<file path="src/hdl/ldtw_pkg.sv">
package ldtw_pkg;

  localparam int unsigned BRIGHT_W = 3;
  localparam int unsigned ADDR_W   = 4;
  localparam int unsigned BYTE_W   = 8;
  localparam int unsigned PC_W     = 4;
  localparam int unsigned BIT_IDX_W = 3;

  localparam logic [BYTE_W-1:0] CMD_AUTO_INC = 8'h40;
  localparam logic [BYTE_W-1:0] CMD_FIXED    = 8'h44;
  localparam logic [BYTE_W-1:0] CMD_ADDRESS  = 8'hC0;
  localparam logic [BYTE_W-1:0] CMD_DISPLAY  = 8'h88;

  typedef enum logic [1:0] {
    SYM_START = 2'd0,
    SYM_BIT   = 2'd1,
    SYM_STOP  = 2'd2
  } sym_t;

  typedef enum logic [1:0] {
    SRC_CMD  = 2'd0,
    SRC_ADDR = 2'd1,
    SRC_DATA = 2'd2,
    SRC_DISP = 2'd3
  } src_t;

  typedef enum logic [1:0] {
    END_NONE    = 2'd0,
    END_IF_OPEN = 2'd1,
    END_ALWAYS  = 2'd2
  } end_t;

  typedef struct packed {
    sym_t sym;
    src_t src;
    end_t fin;
  } ucode_t;

  // program entry points
  localparam logic [PC_W-1:0] PC_HEADER = 4'd0;
  localparam logic [PC_W-1:0] PC_DATA   = 4'd5;

  function automatic ucode_t ucode(input logic [PC_W-1:0] pc);
    ucode_t cw;
    case (pc)
      4'd0:    cw = '{sym: SYM_START, src: SRC_CMD,  fin: END_NONE};
      4'd1:    cw = '{sym: SYM_BIT,   src: SRC_CMD,  fin: END_NONE};
      4'd2:    cw = '{sym: SYM_STOP,  src: SRC_CMD,  fin: END_NONE};
      4'd3:    cw = '{sym: SYM_START, src: SRC_ADDR, fin: END_NONE};
      4'd4:    cw = '{sym: SYM_BIT,   src: SRC_ADDR, fin: END_NONE};
      4'd5:    cw = '{sym: SYM_BIT,   src: SRC_DATA, fin: END_IF_OPEN};
      4'd6:    cw = '{sym: SYM_STOP,  src: SRC_DISP, fin: END_NONE};
      4'd7:    cw = '{sym: SYM_START, src: SRC_DISP, fin: END_NONE};
      4'd8:    cw = '{sym: SYM_BIT,   src: SRC_DISP, fin: END_NONE};
      4'd9:    cw = '{sym: SYM_STOP,  src: SRC_DISP, fin: END_ALWAYS};
      default: cw = '{sym: SYM_STOP,  src: SRC_DISP, fin: END_ALWAYS};
    endcase
    return cw;
  endfunction

endpackage

</file>
<file path="src/hdl/ldtw_if.sv">
interface ldtw_item_if;
  logic       valid;
  logic       ready;
  logic       operation;
  logic [3:0] address;
  logic [7:0] data_byte;
  logic       first_element;
  logic       last_element;

  modport source (output valid, operation, address, data_byte, first_element, last_element,
                  input ready);
  modport sink (input valid, operation, address, data_byte, first_element, last_element,
                output ready);
endinterface

interface ldtw_sym_if;
  logic       valid;
  logic       ready;
  logic [1:0] symbol;
  logic       bit_value;
  logic       last_of_run;

  modport source (output valid, symbol, bit_value, last_of_run, input ready);
  modport sink (input valid, symbol, bit_value, last_of_run, output ready);
endinterface

</file>
<file path="src/hdl/led_driver_two_wire_write_framer.sv">
// the first symbol is offered in the cycle after an item is accepted
// throughput: one symbol per cycle while symbols.ready is high; an item causes
// 8 to 38 symbols (a single write 38), set by the one-symbol-per-step sequencer
// the next item is accepted in the cycle its final symbol is taken
// reset (rst, synchronous): sequencer idle, no sequence open, brightness 0
module led_driver_two_wire_write_framer (
  input  logic                clk,
  input  logic                rst,
  input  logic                cfg_write,
  input  logic [2:0]          cfg_data,
  ldtw_item_if.sink           items,
  ldtw_sym_if.source          symbols
);

  logic                                 busy;
  logic [ldtw_pkg::PC_W-1:0]            pc;
  logic [ldtw_pkg::BIT_IDX_W-1:0]       bit_idx;
  logic                                 op_q;
  logic [ldtw_pkg::ADDR_W-1:0]          addr_q;
  logic [ldtw_pkg::BYTE_W-1:0]          data_q;
  logic                                 last_q;
  logic                                 seq_open;
  logic [ldtw_pkg::BRIGHT_W-1:0]        brightness;

  ldtw_pkg::ucode_t                     cw;
  logic [ldtw_pkg::BYTE_W-1:0]          byte_val;
  logic                                 step_done;
  logic                                 run_end;
  logic                                 fire;
  logic                                 accept;
  logic [ldtw_pkg::PC_W-1:0]            entry;

  assign cw = ldtw_pkg::ucode(pc);

  always_comb begin
    case (cw.src)
      ldtw_pkg::SRC_CMD:  byte_val = op_q ? ldtw_pkg::CMD_AUTO_INC : ldtw_pkg::CMD_FIXED;
      ldtw_pkg::SRC_ADDR: byte_val = ldtw_pkg::CMD_ADDRESS | {4'b0, addr_q};
      ldtw_pkg::SRC_DATA: byte_val = data_q;
      ldtw_pkg::SRC_DISP: byte_val = ldtw_pkg::CMD_DISPLAY + {5'b0, brightness};
      default:            byte_val = data_q;
    endcase
  end

  assign step_done = (cw.sym != ldtw_pkg::SYM_BIT) || (bit_idx == 3'd7);
  // a sequence element without a last mark stops after its data byte
  assign run_end = step_done && ((cw.fin == ldtw_pkg::END_ALWAYS) ||
                   ((cw.fin == ldtw_pkg::END_IF_OPEN) && op_q && !last_q));

  assign symbols.valid       = busy;
  assign symbols.symbol      = cw.sym;
  assign symbols.bit_value   = (cw.sym == ldtw_pkg::SYM_BIT) ? byte_val[bit_idx] : 1'b0;
  assign symbols.last_of_run = run_end;

  assign fire        = busy && symbols.ready;
  assign items.ready = !busy || (fire && run_end);
  assign accept      = items.valid && items.ready;

  // header is skipped only for a continuing sequence element
  assign entry = (items.operation && !items.first_element && seq_open) ?
                 ldtw_pkg::PC_DATA : ldtw_pkg::PC_HEADER;

  always_ff @(posedge clk) begin
    if (rst) begin
      busy       <= 1'b0;
      seq_open   <= 1'b0;
      brightness <= '0;
      pc         <= ldtw_pkg::PC_HEADER;
      bit_idx    <= '0;
    end else begin
      if (cfg_write) begin
        brightness <= cfg_data;
      end
      if (accept) begin
        busy     <= 1'b1;
        pc       <= entry;
        bit_idx  <= '0;
        seq_open <= items.operation && !items.last_element;
      end else if (fire) begin
        if (run_end) begin
          busy <= 1'b0;
        end else if (step_done) begin
          pc      <= pc + 4'd1;
          bit_idx <= '0;
        end else begin
          bit_idx <= bit_idx + 3'd1;
        end
      end
    end
  end

  always_ff @(posedge clk) begin
    if (accept) begin
      op_q   <= items.operation;
      addr_q <= items.address;
      data_q <= items.data_byte;
      last_q <= items.last_element;
    end
  end

endmodule

</file>
<file path="src/flat_wrapper.sv">
// flat-port wrapper written by rule: the top's interface ports become plain ports
module led_driver_two_wire_write_framer_flat 
  (clk, rst, cfg_write, cfg_data, items_valid, items_operation, items_address, items_data_byte, items_first_element, items_last_element, items_ready, symbols_valid, symbols_symbol, symbols_bit_value, symbols_last_of_run, symbols_ready);
  ldtw_item_if items_i ();
  ldtw_sym_if symbols_i ();
  input  logic clk;
  input  logic rst;
  input  logic cfg_write;
  input  logic [2:0] cfg_data;
  input wire logic [$bits(items_i.valid)-1:0] items_valid;
  input wire logic [$bits(items_i.operation)-1:0] items_operation;
  input wire logic [$bits(items_i.address)-1:0] items_address;
  input wire logic [$bits(items_i.data_byte)-1:0] items_data_byte;
  input wire logic [$bits(items_i.first_element)-1:0] items_first_element;
  input wire logic [$bits(items_i.last_element)-1:0] items_last_element;
  output wire logic [$bits(items_i.ready)-1:0] items_ready;
  output wire logic [$bits(symbols_i.valid)-1:0] symbols_valid;
  output wire logic [$bits(symbols_i.symbol)-1:0] symbols_symbol;
  output wire logic [$bits(symbols_i.bit_value)-1:0] symbols_bit_value;
  output wire logic [$bits(symbols_i.last_of_run)-1:0] symbols_last_of_run;
  input wire logic [$bits(symbols_i.ready)-1:0] symbols_ready;
  assign items_i.valid = items_valid;
  assign items_i.operation = items_operation;
  assign items_i.address = items_address;
  assign items_i.data_byte = items_data_byte;
  assign items_i.first_element = items_first_element;
  assign items_i.last_element = items_last_element;
  assign items_ready = items_i.ready;
  assign symbols_valid = symbols_i.valid;
  assign symbols_symbol = symbols_i.symbol;
  assign symbols_bit_value = symbols_i.bit_value;
  assign symbols_last_of_run = symbols_i.last_of_run;
  assign symbols_i.ready = symbols_ready;
  led_driver_two_wire_write_framer u_core (.clk(clk), .rst(rst), .cfg_write(cfg_write), .cfg_data(cfg_data), .items(items_i), .symbols(symbols_i));
endmodule
</file>
<file path="config.mk">
export PLATFORM = sky130hd
export DESIGN_NAME = led_driver_two_wire_write_framer_flat
export DESIGN_NICKNAME = d
export VERILOG_FILES = /design/src/hdl/ldtw_pkg.sv /design/src/hdl/ldtw_if.sv /design/src/hdl/led_driver_two_wire_write_framer.sv /design/src/flat_wrapper.sv
export SDC_FILE = /design/constraint.sdc
export NUM_CORES = 1
export LEC_CHECK = 0
export ABC_CLOCK_PERIOD_IN_PS = 5200
export CORE_ASPECT_RATIO = 1.5
export CORE_MARGIN = 4
export CORE_UTILIZATION = 26
export DETAILED_ROUTE_END_ITERATION = 6
export DONT_BUFFER_PORTS = 1
export GPL_TIMING_DRIVEN = 0
export PLACE_DENSITY = 0.42
export SLEW_MARGIN = 5
export SYNTH_ARGS = -nofsm -noshare
export SYNTH_HDL_FRONTEND = slang
export SYNTH_SLANG_ARGS = --single-unit
</file>
<file path="constraint.sdc">
create_clock -name clk -period 5.2 [get_ports clk]
set_clock_uncertainty 0.05 [all_clocks]
set_input_delay 1.04 -clock clk [delete_from_list [all_inputs] [get_ports clk]]
set_output_delay 1.04 -clock clk [all_outputs]
set_load 0.1 [all_outputs]
</file>
==> summary.md, run 1 <==
| Metric | Value |
|---|---|
| Result of the run | complete, no violations |
| CTS resizes | 0 |
| Sequential area share after synthesis | 0.487 |
| Cts hold-fix bufs | 0 |
| Fraction of layout cells with a size suffix above 1 | 0.176 |
| Syn-to-layout area delta | 16.8% |
| Pwr per Cell Area | 300 mW/mm^2 |
| P_sw | 155 uW |
| Gate power share | 0.165 |
| Netlist cell types | 53 |
| Global route total overflow | 0 |
| Post-CTS repair timing setup buffer count | 0 |
| Crit Path Category | reg -> out |
| Clock insertion delay at the later pin of the skew report | 0.28 ns |
| Dpl cells | 229 |
| Utilization after layout | 0.316 |
| Final WL | 3650 um |
| CP endpoint kind | output pin |
| Internal power | 405 uW |
| Sw Ratio | 0.277 |
| Unrepaired setup endpoints after global routing | no |
| Remaining antenna violation count | 0 |
| Post-Syn Area per Cell | 10.5 sq um |
| Placed instance area | 0.00179 sq mm |
| Reg2reg end | u_core.cw[3] |
| Max Root-Sink Buffers | 2 |
| Final min period | 3.99 ns |
| Initial drt markers | 13 |
| Period utilisation layout | 0.768 |
| Clock power share | 0.319 |
| CP arrival | 2.90 ns |
| Layout fillers | 593 |
| Length of routed met2 wiring | 1940 um |
| DR vias | 1213 |
| Total power | 560 uW |
| Hold_sp | u_core.brightness[0] |
| Worst Hold Class | reg -> reg |
| GRT Total Usage | 0.107 |
| Worst EP required | 4.11 ns |
| CP Launch Type | register |
| R2R cell count | 6 |
| CTS Sinks | 32 |
| Syn Nets | 178 |
| Design Area, Final | 0.00187 sq mm |
| First-pass GRT wire length | 6120 um |
| Setup TNS | 0 ns |
| Layout Nets | 190 |
| Final Wtd Congestion | 0.762 |
| Wire length per cell | 15.4 um |
| EDFF count, synth | 14 |
| Root Driver | clkbuf_8 |
| Synth Warn # | 0 |
| Final-report setup violation count | 0 |
| Wl on met1 | 1410 um |
| Critical path peak fanout | 10 |
| Final Hold Violating Endpoints | 0 |
| Least-Margin Pin Slew | 1.37 ns |
| Die Y | 104 um |
| Slew Viols, Final | 0 |
| Worst Hold Depth | 2 |
| Core ar. | 0.00591 sq mm |
| DR top layer | met4 |
| Flop2flop setup slack | 2.40 ns |
| Count of boundary I/O pins | 29 |
| IO buf count | 0 |
| Antenna cells | 0 |
| DRT Pass-1 Iters | 4 |
| VDD IR-drop max | 0.161 mV |
| Worst flop-to-flop path startpoint | u_core.symbols.valid |
| Vias in the first global route | 1289 |
| Met3 WL | 154 um |
| Post-DP HPWL | 2900 um |
| DIE WIDTH | 72.1 um |
| Achievable Freq | 251 MHz |
| Die Area | 0.00750 sq mm |
| Slew margin rel. | 0.0877 |
| # rows | 34 |
| Via density | 5.12 |
| P_leak | 0.000681 uW |
| Initial antenna violation count | 0 |
| Initial Util | 0.271 |
| Share of power burned in registers | 0.516 |
| Netlist area before placement | 0.00160 sq mm |
| CTS clk-pin slew, worst paths | 0.07 ns |
| Worst Hold Path EP | u_core.brightness[0] |
| CTS H-tree lvls | 2 |
| Remaining DRCs | 0 |
| Non-Filler Instances | 237 |
| Max-cap violations | 0 |
| Synth Flop Type | dfxtp_1 |
| Post-Syn Instances | 152 |
| Inserted Clock Buffers | 5 |
| FF+latch count, synth | 32 |
| Pin count of the biggest net entering global routing | 13 |
| Asr flop ratio synth | 0 |
| CTS tree | done |
[routing by layer]
metal	vias to the layer above	global-route usage
met5	-	0
met1	567	0.109
met4	0	0.0618
li1	601	-
met3	11	0.0358
met2	34	0.184
[state kept, by name, indices dropped and copies added, names as in the netlist, 3 cells and up]
| register | count |
|---|---|
| u_core.addr_q | 4 |
| u_core.data_q | 8 |
| u_core.bit_idx | 3 |
| u_core.pc | 4 |
| u_core.cw | 6 |
| u_core.brightness | 3 |
[cells by family after synthesis]
group / count (synthesis) / share of synthesized area
AO/OA/AOI/OAI: 38 / 0.180
adder cells (fa/ha/maj): 3 / 0.0234
buffers and inverters: 13 / 0.0383
flip-flops: 32 / 0.488
multiplexers: 11 / 0.0711
AND/OR/NAND/NOR: 55 / 0.199
[power by group through the flow]
| stage | combinational, uW | clock, uW | sequential [uW] |
|---|---|---|---|
| after floorplan | 69.2 | 0 | 292 |
| after global placement | 82.1 | 0 | 295 |
| after detailed placement | 92.8 | 0 | 295 |
| after CTS | 93.4 | 190 | 289 |
| after global routing | 100 | 204 | 291 |
| final | 92.2 | 179 | 289 |
[metrics by stage]
stage,hold slack [ns],worst slack (ns)
after global routing,0.510,1.03
after detailed placement,0.444,1.50
final,0.446,1.21
after floorplan,0.404,1.06
after global placement,0.440,0.781
after CTS,0.462,1.19
[cells in the mapped netlist, types with 3 or more instances]
master | number | share of area
clkbuf_1 | 3 | 0.0070
ha_1 | 3 | 0.023
mux2i_1 | 8 | 0.050
nand3_1 | 5 | 0.016
dfxtp_1 | 18 | 0.23
edfxtp_1 | 14 | 0.26
nor3_1 | 3 | 0.0094
nand2_1 | 8 | 0.019
a21o_1 | 3 | 0.014
inv_1 | 5 | 0.012
nor2b_1 | 5 | 0.020
nor2_1 | 15 | 0.035
buf_4 | 3 | 0.014
a21oi_1 | 8 | 0.025
a22oi_1 | 3 | 0.014
[layout make-up]
class / instances / area, sq um / area share
tap: 72 / 90.1 / 0.0482
sequential: 32 / 781 / 0.417
inverter: 6 / 22.5 / 0.0120
buffer: 7 / 38.8 / 0.0207
clock inverter: 1 / 5.00 / 0.00268
clock buffer: 7 / 76.3 / 0.0408
timing repair buffer: 5 / 71.3 / 0.0381
multi-input combinational: 107 / 786 / 0.420
[worst max-delay path by stage]
stage,start,endpoint,slack [ns],depth (start not counted)
6_report,u_core.cw[2],symbols_bit_value,1.21,6
5_1_grt,u_core.cw[2],symbols_bit_value,1.03,6
4_1_cts,u_core.cw[2],symbols_bit_value,1.19,6
3_5_place_dp,u_core.cw[2],symbols_bit_value,1.50,6
3_3_place_gp,u_core.cw[2],symbols_bit_value,0.78,6
2_1_floorplan,u_core.cw[2],symbols_bit_value,1.06,6
[placed cells by master (no fill, tap or decap), types with 3 or more instances in the layout]
master / netlist / layout
clkbuf_8: 0 / 5
nand2_1: 8 / 8
a21oi_1: 8 / 7
clkbuf_1: 3 / 5
a22oi_1: 3 / 3
nor2_1: 15 / 14
nand3_1: 5 / 5
a21o_1: 3 / 3
inv_1: 5 / 5
dfxtp_1: 18 / 18
mux2i_1: 8 / 8
buf_4: 3 / 4
ha_1: 3 / 3
edfxtp_1: 14 / 14
nor2b_1: 5 / 5
[critical path, cell delays in order, from the launching register on]
cell,delay (ns)
dfxtp_1,0.33
buf_2,0.21
nor2b_1,0.20
a22oi_1,0.09
a2111oi_0,0.47
a311oi_1,0.15
nor4bb_4,1.17
Power figures use the tool's default switching activity.
==> run 2, diff against run 1 <==
- ABC_CLOCK_PERIOD_IN_PS: 5200 -> 3450
- PLACE_DENSITY: 0.42 -> 0.44
- clock period: 5.2 -> 3.45 ns (I/O delays scaled with it)
==> summary.md, run 2 (synthesis gave the netlist of run 1 again) <==
| Metric | Value |
|---|---|
| Antenna cells | 0 (unchanged) |
| CTS tree | done |
| Hold Slack | 0.453 ns (+0.00663 ns) |
| Result of the run | complete, no violations |
| Vias in the first global route | 1284 (-0.39%) |
| Crit Path Category | reg -> out |
| Setup TNS | 0 ns (unchanged) |
| Max Root-Sink Buffers | 2 (unchanged) |
| Count of boundary I/O pins | 29 (unchanged) |
| Worst EP required | 2.71 ns (-1.40 ns) |
| Syn-to-layout area delta | 19.5% |
| Die Y | 104 um (unchanged) |
| Slew margin rel. | 0.0826 (-0.00513) |
| Setup crit start | u_core.cw[2] |
| First-pass GRT wire length | 6000 um (-2.0%) |
| Wl on met1 | 1420 um (+0.35%) |
| VDD IR-drop max | 0.274 mV (+71%) |
| Biggest register | u_core.data_q |
| Final-report setup violation count | 0 (unchanged) |
| Final Hold Violating Endpoints | 0 (unchanged) |
| GRT Total Usage | 0.102 (-0.00434) |
| CP arrival | 2.59 ns (-0.31 ns) |
| Critical path peak fanout | 4 (-6) |
| Clock power share | 0.314 (-0.005) |
| Post-DP HPWL | 2900 um (-0.13%) |
| Via density | 5.32 (+4.0%) |
| Most frequent cells in the layout | dfxtp_1, nor2_1, edfxtp_1 |
| Worst Hold Class | reg -> reg |
| Clock insertion delay at the later pin of the skew report | 0.28 ns (about the same) |
| P_sw | 236 uW (+52%) |
| Layout fillers | 582 (-1.9%) |
| Layout Nets | 190 (unchanged) |
| Length of routed met2 wiring | 1970 um (+1.5%) |
| P_leak | 0.000697 uW (+2.3%) |
| Core ar. | 0.00591 sq mm (unchanged) |
| Initial Util | 0.271 (unchanged) |
| Pwr per Cell Area | 446 mW/mm^2 (+49%) |
| Worst flop-to-flop path startpoint | u_core.symbols.valid |
| DR top layer | met4 |
| Max-cap violations | 0 (unchanged) |
| Placed instance area | 0.00179 sq mm (unchanged) |
| Achievable Freq | 301 MHz |
| Fraction of layout cells with a size suffix above 1 | 0.224 (+0.0485) |
| Leading cell type in the layout, fill and taps excluded | dfxtp_1 |
| DIE WIDTH | 72.1 um (unchanged) |
| Wire length per cell | 15.6 um (+1.2%) |
| CTS H-tree lvls | 2 (unchanged) |
| Internal power | 617 uW (+52%) |
| Die Area | 0.00750 sq mm (unchanged) |
| Unrepaired setup endpoints after global routing | no |
| Inserted Clock Buffers | 5 (unchanged) |
| CP Launch Type | register |
| Sw Ratio | 0.277 (about the same) |
| Global route total overflow | 0 (unchanged) |
| Initial drt markers | 22 (+9) |
| Remaining DRCs | 0 (unchanged) |
| Root Driver | clkbuf_8 |
| Final min period | 3.33 ns |
| Flop2flop setup slack | 0.69 ns (-1.71 ns) |
| CP endpoint kind | output pin |
| Slew Viols, Final | 0 (unchanged) |
| Remaining antenna violation count | 0 (unchanged) |
| Final WL | 3690 um (+1.2%) |
| Pin count of the biggest net entering global routing | 13 (unchanged) |
| Final Wtd Congestion | 0.797 (+4.5%) |
| # rows | 34 (unchanged) |
| CTS Sinks | 32 (unchanged) |
| Met3 WL | 130 um (-16%) |
| Initial antenna violation count | 0 (unchanged) |
| Hold_sp | u_core.brightness[1] |
| Gate power share | 0.173 (+0.008) |
| Period utilisation layout | 0.964 |
| Share of power burned in registers | 0.513 (-0.003) |
| IO buf count | 0 (unchanged) |
| Design Area, Final | 0.00191 sq mm (+2.3%) |
| DR vias | 1261 (+4.0%) |
| DRT Pass-1 Iters | 4 (unchanged) |
| Least-Margin Pin Slew | 1.37 ns (+0.00768 ns) |
| Max reg flops | 8 (unchanged) |
| CTS clk-pin slew, worst paths | 0.06 ns (about the same) |
## run 2: worst paths after layout
kind / endpoint / cells past startpoint
setup reg to reg: u_core.cw[3] / 6
hold reg to reg: u_core.brightness[1] / 2
hold / removal: u_core.brightness[1] / 2
setup / recovery: symbols_bit_value / 5
## run 2: critical path: stages (launching register included)
cell and delay (ns):
dfxtp_2 0.35, mux2_2 0.24, a22oi_1 0.10, a2111oi_2 0.36, a311oi_2 0.09, nor4bb_4 1.17
## run 2: layer usage
| metal | track usage | up-vias |
|---|---|---|
| li1 | - | 603 |
| met5 | 0 | - |
| met4 | 0.0685 | 0 |
| met1 | 0.0979 | 608 |
| met3 | 0.0271 | 15 |
| met2 | 0.184 | 35 |
## run 2: final cells by class
type | count | area (sq um) | area share
multi-input cells | 107 | 816 | 0.426
flip-flops and latches | 32 | 783 | 0.409
repair buffers | 7 | 90.1 | 0.0471
well taps | 72 | 90.1 | 0.0471
clock buffers | 7 | 76.3 | 0.0399
plain buffers | 5 | 31.3 | 0.0164
inverters | 6 | 22.5 | 0.0118
clock inverters | 1 | 3.75 | 0.00196
## run 2: stage by stage
stage                     cells  power (uW)  worst slack (ns)  utilization
after detailed placement    229         585            0.0753        0.303
after CTS                   237         868           0.00124        0.324
after global placement      224         568           -0.0177        0.289
final                       237         853             0.122        0.324
after floorplan             152         546             0.194            -
after global routing        237         895            0.0268        0.324
## run 2: repair_timing
action	in CTS	in global routing
hold buffers	0	0
endpoints found under the setup margin	1	1
pin swaps	3	3
gates resized for setup	12	1
setup buffers	1	1
## run 2: power groups by stage
stage | Clock [uW] | Sequential (uW) | Combinational [uW]
2_1_floorplan | 0 | 441 | 105
3_3_place_gp | 0 | 445 | 124
3_5_place_dp | 0 | 445 | 140
4_1_cts | 281 | 437 | 150
5_1_grt | 294 | 440 | 160
6_report | 268 | 438 | 147
